File: src/hw/rtl/swlr_pkg.sv
package swlr_pkg;

   localparam int LAP_SLOTS = 10;
   localparam int CNT_W = $clog2(LAP_SLOTS + 1);

   typedef enum logic [1:0] {
      OP_TICK       = 2'd0,
      OP_START_STOP = 2'd1,
      OP_CLEAR      = 2'd2,
      OP_LAP        = 2'd3
   } op_type;

   localparam logic [1:0] RUN_IDLE    = 2'd0;
   localparam logic [1:0] RUN_RUNNING = 2'd1;
   localparam logic [1:0] RUN_STOPPED = 2'd2;

   typedef struct packed {
      logic [1:0] op;
      logic [3:0] lap_index;
   } req_word_type;

   typedef struct packed {
      logic [1:0]  run_state;
      logic [31:0] elapsed_ms;
      logic [3:0]  lap_count;
      logic        lap_valid;
      logic [31:0] lap_split_ms;
      logic [31:0] lap_total_ms;
   } rsp_word_type;

   typedef struct packed {
      logic [31:0] split;
      logic [31:0] total;
   } lap_type;

endpackage

File: src/hw/rtl/swlr_lap_cell.sv
module swlr_lap_cell (
   input  logic             clock,
   input  logic             shift_en,
   input  swlr_pkg::lap_type lap_in,
   output swlr_pkg::lap_type lap_next,
   output swlr_pkg::lap_type lap_ff
);

   swlr_pkg::lap_type lap_in_w;

   always_comb begin
      lap_in_w = shift_en ? lap_in : lap_ff;
      lap_next = lap_in_w;
   end

   always_ff @(posedge clock) begin
      lap_ff <= lap_in_w;
   end

endmodule

File: src/hw/rtl/swlr_rsp_queue.sv
module swlr_rsp_queue (
   input  logic                    clock,
   input  logic                    reset,
   input  logic                    push,
   input  swlr_pkg::rsp_word_type  push_word,
   output logic                    full,
   output logic                    rsp_valid,
   input  logic                    rsp_stall,
   output swlr_pkg::rsp_word_type  rsp_word
);

   swlr_pkg::rsp_word_type head_ff, head_in;
   swlr_pkg::rsp_word_type tail_ff, tail_in;
   logic                   head_vld_ff, head_vld_in;
   logic                   tail_vld_ff, tail_vld_in;
   logic                   pop;

   always_comb begin
      pop         = head_vld_ff & ~rsp_stall;
      head_in     = head_ff;
      tail_in     = tail_ff;
      head_vld_in = head_vld_ff;
      tail_vld_in = tail_vld_ff;
      if (pop) begin
         if (tail_vld_ff) begin
            head_in     = tail_ff;
            tail_in     = push_word;
            tail_vld_in = push;
         end else begin
            head_in     = push_word;
            head_vld_in = push;
         end
      end else if (push) begin
         if (head_vld_ff) begin
            tail_in     = push_word;
            tail_vld_in = 1'b1;
         end else begin
            head_in     = push_word;
            head_vld_in = 1'b1;
         end
      end
   end

   always_ff @(posedge clock) begin
      head_ff <= head_in;
      tail_ff <= tail_in;
      if (reset) begin
         head_vld_ff <= 1'b0;
         tail_vld_ff <= 1'b0;
      end else begin
         head_vld_ff <= head_vld_in;
         tail_vld_ff <= tail_vld_in;
      end
   end

   assign full      = tail_vld_ff;
   assign rsp_valid = head_vld_ff;
   assign rsp_word  = head_ff;

endmodule

File: src/hw/rtl/stopwatch_lap_recorder.sv
// Stopwatch with lap memory. Each accepted event word (tick, start/stop, clear, lap) returns
// exactly one status word, registered into the output queue, reporting the mode, elapsed count,
// number of stored laps and the lap at the requested oldest-first index. A new event can be
// taken every cycle while req_stall is low: all state updates in the cycle the event is
// accepted, and the lap store is a row of cells that shift one place toward the oldest end on
// each recorded lap, newest in the first cell. A two-word output queue holds results while the
// result side stalls; req_stall rises only when both queue entries are occupied.
module stopwatch_lap_recorder (
   input  logic                   clock,
   input  logic                   reset,
   input  logic                   req_valid,
   output logic                   req_stall,
   input  swlr_pkg::req_word_type req_word,
   output logic                   rsp_valid,
   input  logic                   rsp_stall,
   output swlr_pkg::rsp_word_type rsp_word
);

   localparam int CNT_W = swlr_pkg::CNT_W;
   localparam int EXT_W = CNT_W + 4;

   typedef enum logic [2:0] {
      MODE_IDLE    = 3'b001,
      MODE_RUNNING = 3'b010,
      MODE_STOPPED = 3'b100
   } mode_type;

   mode_type               mode_ff, mode_in;
   logic [31:0]            elapsed_ff, elapsed_in;
   logic [CNT_W-1:0]       count_ff, count_in;
   logic                   accept, full, lap_take;
   logic [31:0]            newest_total;
   logic [EXT_W-1:0]       idx_ext;
   logic [CNT_W-1:0]       pos;
   logic                   lap_valid;
   swlr_pkg::lap_type      new_lap, sel_lap;
   swlr_pkg::lap_type      cell_ff   [swlr_pkg::LAP_SLOTS];
   swlr_pkg::lap_type      cell_next [swlr_pkg::LAP_SLOTS];
   swlr_pkg::lap_type      cell_src  [swlr_pkg::LAP_SLOTS];
   swlr_pkg::rsp_word_type result;
   logic [1:0]             run_code;

   assign req_stall = full;
   assign accept    = req_valid & ~full;

   always_comb begin
      mode_in    = mode_ff;
      elapsed_in = elapsed_ff;
      count_in   = count_ff;
      lap_take   = 1'b0;
      if (accept) begin
         case (swlr_pkg::op_type'(req_word.op))
            swlr_pkg::OP_TICK: begin
               if (mode_ff == MODE_RUNNING) begin
                  elapsed_in = elapsed_ff + 32'd1;
               end
            end
            swlr_pkg::OP_START_STOP: begin
               mode_in = (mode_ff == MODE_RUNNING) ? MODE_STOPPED : MODE_RUNNING;
            end
            swlr_pkg::OP_CLEAR: begin
               mode_in    = MODE_IDLE;
               elapsed_in = 32'd0;
               count_in   = '0;
            end
            default: begin
               if (mode_ff == MODE_RUNNING) begin
                  lap_take = 1'b1;
                  if (count_ff != CNT_W'(swlr_pkg::LAP_SLOTS)) begin
                     count_in = count_ff + CNT_W'(1);
                  end
               end
            end
         endcase
      end
   end

   assign newest_total  = (count_ff != '0) ? cell_ff[0].total : 32'd0;
   assign new_lap.split = elapsed_ff - newest_total;
   assign new_lap.total = elapsed_ff;

   genvar k;
   generate
      for (k = 0; k < swlr_pkg::LAP_SLOTS; k++) begin : g_cell
         if (k == 0) begin : g_head
            assign cell_src[k] = new_lap;
         end else begin : g_body
            assign cell_src[k] = cell_ff[k-1];
         end
         swlr_lap_cell u_cell (
            .clock    (clock),
            .shift_en (lap_take),
            .lap_in   (cell_src[k]),
            .lap_next (cell_next[k]),
            .lap_ff   (cell_ff[k])
         );
      end
   endgenerate

   // oldest-first index maps to cell count-1-index
   always_comb begin
      idx_ext   = EXT_W'(req_word.lap_index);
      lap_valid = idx_ext < EXT_W'(count_in);
      pos       = count_in - CNT_W'(1) - idx_ext[CNT_W-1:0];
      sel_lap   = '0;
      for (int i = 0; i < swlr_pkg::LAP_SLOTS; i++) begin
         if (lap_valid && (pos == CNT_W'(i))) begin
            sel_lap = cell_next[i];
         end
      end
   end

   always_comb begin
      unique case (mode_in)
         MODE_RUNNING: run_code = swlr_pkg::RUN_RUNNING;
         MODE_STOPPED: run_code = swlr_pkg::RUN_STOPPED;
         default:      run_code = swlr_pkg::RUN_IDLE;
      endcase
      result.run_state    = run_code;
      result.elapsed_ms   = elapsed_in;
      result.lap_count    = 4'(count_in);
      result.lap_valid    = lap_valid;
      result.lap_split_ms = sel_lap.split;
      result.lap_total_ms = sel_lap.total;
   end

   always_ff @(posedge clock) begin
      if (reset) begin
         mode_ff    <= MODE_IDLE;
         elapsed_ff <= 32'd0;
         count_ff   <= '0;
      end else begin
         mode_ff    <= mode_in;
         elapsed_ff <= elapsed_in;
         count_ff   <= count_in;
      end
   end

   swlr_rsp_queue u_rsp_queue (
      .clock     (clock),
      .reset     (reset),
      .push      (accept),
      .push_word (result),
      .full      (full),
      .rsp_valid (rsp_valid),
      .rsp_stall (rsp_stall),
      .rsp_word  (rsp_word)
   );

   a_count_bound: assert property (@(posedge clock) disable iff (reset)
      count_ff <= CNT_W'(swlr_pkg::LAP_SLOTS))
      else $error("lap count beyond store size");

   a_invalid_zero: assert property (@(posedge clock) disable iff (reset)
      (rsp_valid && !rsp_word.lap_valid) |->
         (rsp_word.lap_split_ms == 32'd0 && rsp_word.lap_total_ms == 32'd0))
      else $error("invalid lap reports nonzero data");

   a_tick_counts: assert property (@(posedge clock) disable iff (reset)
      (accept && req_word.op == swlr_pkg::OP_TICK && mode_ff == MODE_RUNNING) |=>
         elapsed_ff == $past(elapsed_ff) + 32'd1)
      else $error("running tick did not advance elapsed count");

   a_clear_idle: assert property (@(posedge clock) disable iff (reset)
      (accept && req_word.op == swlr_pkg::OP_CLEAR) |=>
         (mode_ff == MODE_IDLE && count_ff == '0 && elapsed_ff == 32'd0))
      else $error("clear did not return to idle");

endmodule
File: config.mk
export PLATFORM = sky130hd
export DESIGN_NAME = stopwatch_lap_recorder
export DESIGN_NICKNAME = d
export VERILOG_FILES = /design/src/hw/rtl/swlr_pkg.sv /design/src/hw/rtl/swlr_lap_cell.sv /design/src/hw/rtl/swlr_rsp_queue.sv /design/src/hw/rtl/stopwatch_lap_recorder.sv
export SDC_FILE = /design/constraint.sdc
export NUM_CORES = 2
export LEC_CHECK = 0
export BUFFER_PORTS_ARGS = -buffer_cell sky130_fd_sc_hd__buf_2
export CAP_MARGIN = 0
export CORE_MARGIN = 2
export CORE_UTILIZATION = 55
export CTS_BUF_LIST = sky130_fd_sc_hd__clkbuf_4 sky130_fd_sc_hd__clkbuf_8
export CTS_CLUSTER_SIZE = 30
export DETAILED_ROUTE_END_ITERATION = 12
export PLACE_DENSITY_LB_ADDON = 0.2
export SLEW_MARGIN = 10
export SYNTH_ARGS = -nofsm -noshare
export SYNTH_HDL_FRONTEND = slang
export SYNTH_HIERARCHICAL = 1
export SYNTH_SLANG_ARGS = --single-unit
File: constraint.sdc
create_clock -name clock -period 7.3 [get_ports clock]
set_input_delay 1.095 -clock clock [delete_from_list [all_inputs] [get_ports clock]]
set_output_delay 1.095 -clock clock [all_outputs]
set_load 0.005 [all_outputs]
==> flow_summary.json <==
{
  "status": "finished, final reports clean",
  "place.detailed.hpwl_um": 60390,
  "synth-adder-area-share_pct": 1.478,
  "clk_latency_ns": 0.79,
  "avgSynthCellArea_um2": 13.78,
  "yosysMostFrequentCell": "dfxtp_1",
  "synth-seq-cells": 887,
  "boundaryPins": 115,
  "die_w_um": 276.4,
  "grt_pass1_vias": 25860,
  "place_congestion": 0.8410,
  "yosysTopAreaCellShare_pct": 33.40,
  "hold_viol_final": 0,
  "yosysSeqAreaShare_pct": 48.56,
  "grt_overflow": 0,
  "required_ns": 7.95,
  "ctsHoldBuffers": 0,
  "power_uw": 10130,
  "fin_tns_setup_ns": 0,
  "die_area_um2": 76400,
  "synth-xor-area-share_pct": 0.6407,
  "hold_path.class": "flip-flop to flip-flop",
  "drtIter0Drc": 1704,
  "worst-r2r-setup-slack_ns": 1.84,
  "antenna_found_initial": 2,
  "via_count": 24510,
  "synth-compound-area-share_pct": 8.645,
  "cts_buffers": 146,
  "syn_nets": 3019,
  "areaGrowthSynthToFinish_pct": 9.090,
  "rsz0062_at_grt": "no",
  "grt_max_degree": 79,
  "async_flop_share_pct": 0,
  "critPathLaunchType": "flip-flop",
  "syn-cell-area_um2": 40810,
  "leakagePower_uw": 0.01767,
  "post_cts_buffers": 0,
  "slew_viol_final": 0,
  "max-cap-violations": 0,
  "yosys-top-cells-area": "dfxtp_1 33%, mux2_4 25%, edfxtp_1 15%, mux2_2 4.6%, buf_12 2.9%",
  "drc": 0,
  "power_density_nw_per_um2": 227.6,
  "fill_cells": 5590,
  "worst_slew_pin_slew_ns": 1.231,
  "max_freq_mhz": 183.0,
  "fin_crit_sh_pct": 74.85,
  "rr_worst_depth": 15,
  "layout_min_cycle_time_ns": 5.464,
  "dieHeight_um": 276.4,
  "critPathArrivalTime_ns": 6.11,
  "vdd_drop_max_v": 0.0001389,
  "skew_ns": 0.02190,
  "htreeDepth": 4,
  "clockBufferDepth": 3,
  "synthCells": 2962,
  "ys_warn_count": 6,
  "synth_top_cell_by_area": "dfxtp_1",
  "finalNetCount": 3147,
  "rows": 99,
  "timing.rr.start": "u_rsp_queue/full",
  "ys.flop_type": "dfxtp_1",
  "final_layout_size_suffix_gt1_share_pct": 40.73,
  "synthSimpleGateAreaFrac_pct": 4.706,
  "port_buffers": 114,
  "drt_first_pass_iters": 6,
  "wl_um": 96220,
  "wl_per_cell_um": 23.08,
  "path_clk_slew_ns": 0.06,
  "root_buffer": "clkbuf_8",
  "setup_viol": 0,
  "cts_tree": "yes",
  "cts.sinks": 887,
  "crit_fanout": 43,
  "track_usage_pct": 24.89,
  "initial_core_util_pct": 55.75,
  "endpoint": "u_rsp_queue/rsp_word[50]",
  "synth_top_family_by_area": "multiplexers",
  "slew_headroom_pct": 17.38,
  "muxShareOfSynthArea_pct": 30.89,
  "r2r-end": "u_rsp_queue/rsp_word[50]",
  "cts.repair.resized": 0,
  "yosysUniqueCellTypes": 81,
  "grt_pass1_wl_um": 150800,
  "critPathKind": "flip-flop to flip-flop",
  "ant_nets": 0,
  "critPathLaunch": "u_rsp_queue/full",
  "synth_edf_count": 206,
  "cp-end-kind": "flip-flop",
  "vias_per_cell": 5.879,
  "coreArea_um2": 73210,
  "netlist_top_cells_count": "681 x dfxtp_1, 671 x mux2_4, 206 x edfxtp_1, 167 x mux2_2, 165 x a21oi_1"
}
worst min-delay path by stage:
stage	from	to	slack (ns)	cells past startpoint
6_report	g_cell[9].u_cell/lap_ff[26]	g_cell[9].u_cell/lap_ff[26]	0.47	1
5_1_grt	g_cell[9].u_cell/lap_ff[26]	g_cell[9].u_cell/lap_ff[26]	0.48	1
4_1_cts	g_cell[9].u_cell/lap_ff[4]	g_cell[9].u_cell/lap_ff[4]	0.47	1
3_5_place_dp	g_cell[9].u_cell/lap_ff[9]	g_cell[9].u_cell/lap_ff[9]	0.45	1
3_3_place_gp	g_cell[9].u_cell/lap_ff[47]	g_cell[9].u_cell/lap_ff[47]	0.45	1
2_1_floorplan	g_cell[9].u_cell/lap_ff[12]	g_cell[9].u_cell/lap_ff[12]	0.44	1
critical path, cell delays in order (launching register included):
cell and delay (ns):
dfxtp_1 0.38, nand2b_1 0.43, nor2_1 0.45, nand3_1 0.16, a21o_1 0.20, o21ai_0 0.15
inv_1 0.14, ha_1 0.36, a21oi_2 0.10, xnor2_4 0.58, buf_4 0.49, and2_2 0.79
buf_12 0.36, a22oi_1 0.11, o221ai_1 0.33, mux2_4 0.21
power by group:
part,internal [uW],switching [uW],total [uW]
logic,118,242,360
clock network,2620,2000,4620
registers,5110,41.0,5150
total,7850,2290,10100
cell usage in the layout (no fill, tap or decap), types with 41 or more instances in the layout:
cell type	netlist	routed
dfxtp_1	681	681
nor2_1	48	48
mux2i_1	56	55
inv_1	41	41
mux2_2	167	167
nand2_1	113	113
clkbuf_8	3	183
a22oi_1	63	63
buf_4	0	52
clkbuf_4	1	55
buf_2	23	114
ha_1	45	44
mux2_4	671	671
a22o_1	47	47
edfxtp_1	206	206
a21oi_1	165	165
through the flow:
step                area, um2  setup slack (ns)  instances  hold WS, ns  util [%]
floorplan               40810           0.01980       2962       0.4443         -
global placement        41360             1.307       3901       0.4542     56.50
detailed placement      41360             1.281       3901       0.4547     56.50
CTS                     44520             1.936       4168       0.4700     60.81
global route            44520             1.504       4169       0.4772     60.82
finish                  44520             1.836       4169       0.4686     60.82
final cells by class:
type                            count  area (um2)  area share, %
Sequential cell                   887       19820          44.51
Multi-Input combinational cell   1837       19010          42.70
Clock buffer                      238        2932          6.584
Tap cell                          959        1200          2.695
Timing Repair Buffer              177        1181          2.653
Clock inverter                     29       224.0         0.5030
Inverter                           41       153.9         0.3457
Antenna cell                        1       2.502       0.005621
kinds of logic after synthesis:
kind of cell	after synthesis
multiplexers	899
flip-flops	887
AO/OA/AOI/OAI	511
AND/OR/NAND/NOR	351
buffers and inverters	238
adder cells (fa/ha/maj)	47
XOR/XNOR	29
layer usage:
metal	track usage [%]	part of all wire, %	vias up
met2	40.61	47	645
met3	4.504	5.0	161
met5	0	0.014	-
met4	7.678	2.1	2
met1	33.64	46	12350
li1	-	-	11350
registers in the layout, indices dropped and copies added, names as in the netlist:
signal                 count
count_ff                   4
elapsed_ff                32
g_cell.u_cell/lap_ff     640
mode_ff                    3
u_rsp_queue/full           1
u_rsp_queue/rsp_valid      1
u_rsp_queue/rsp_word     103
u_rsp_queue/tail_ff      103
Power figures use the tool's default switching activity.
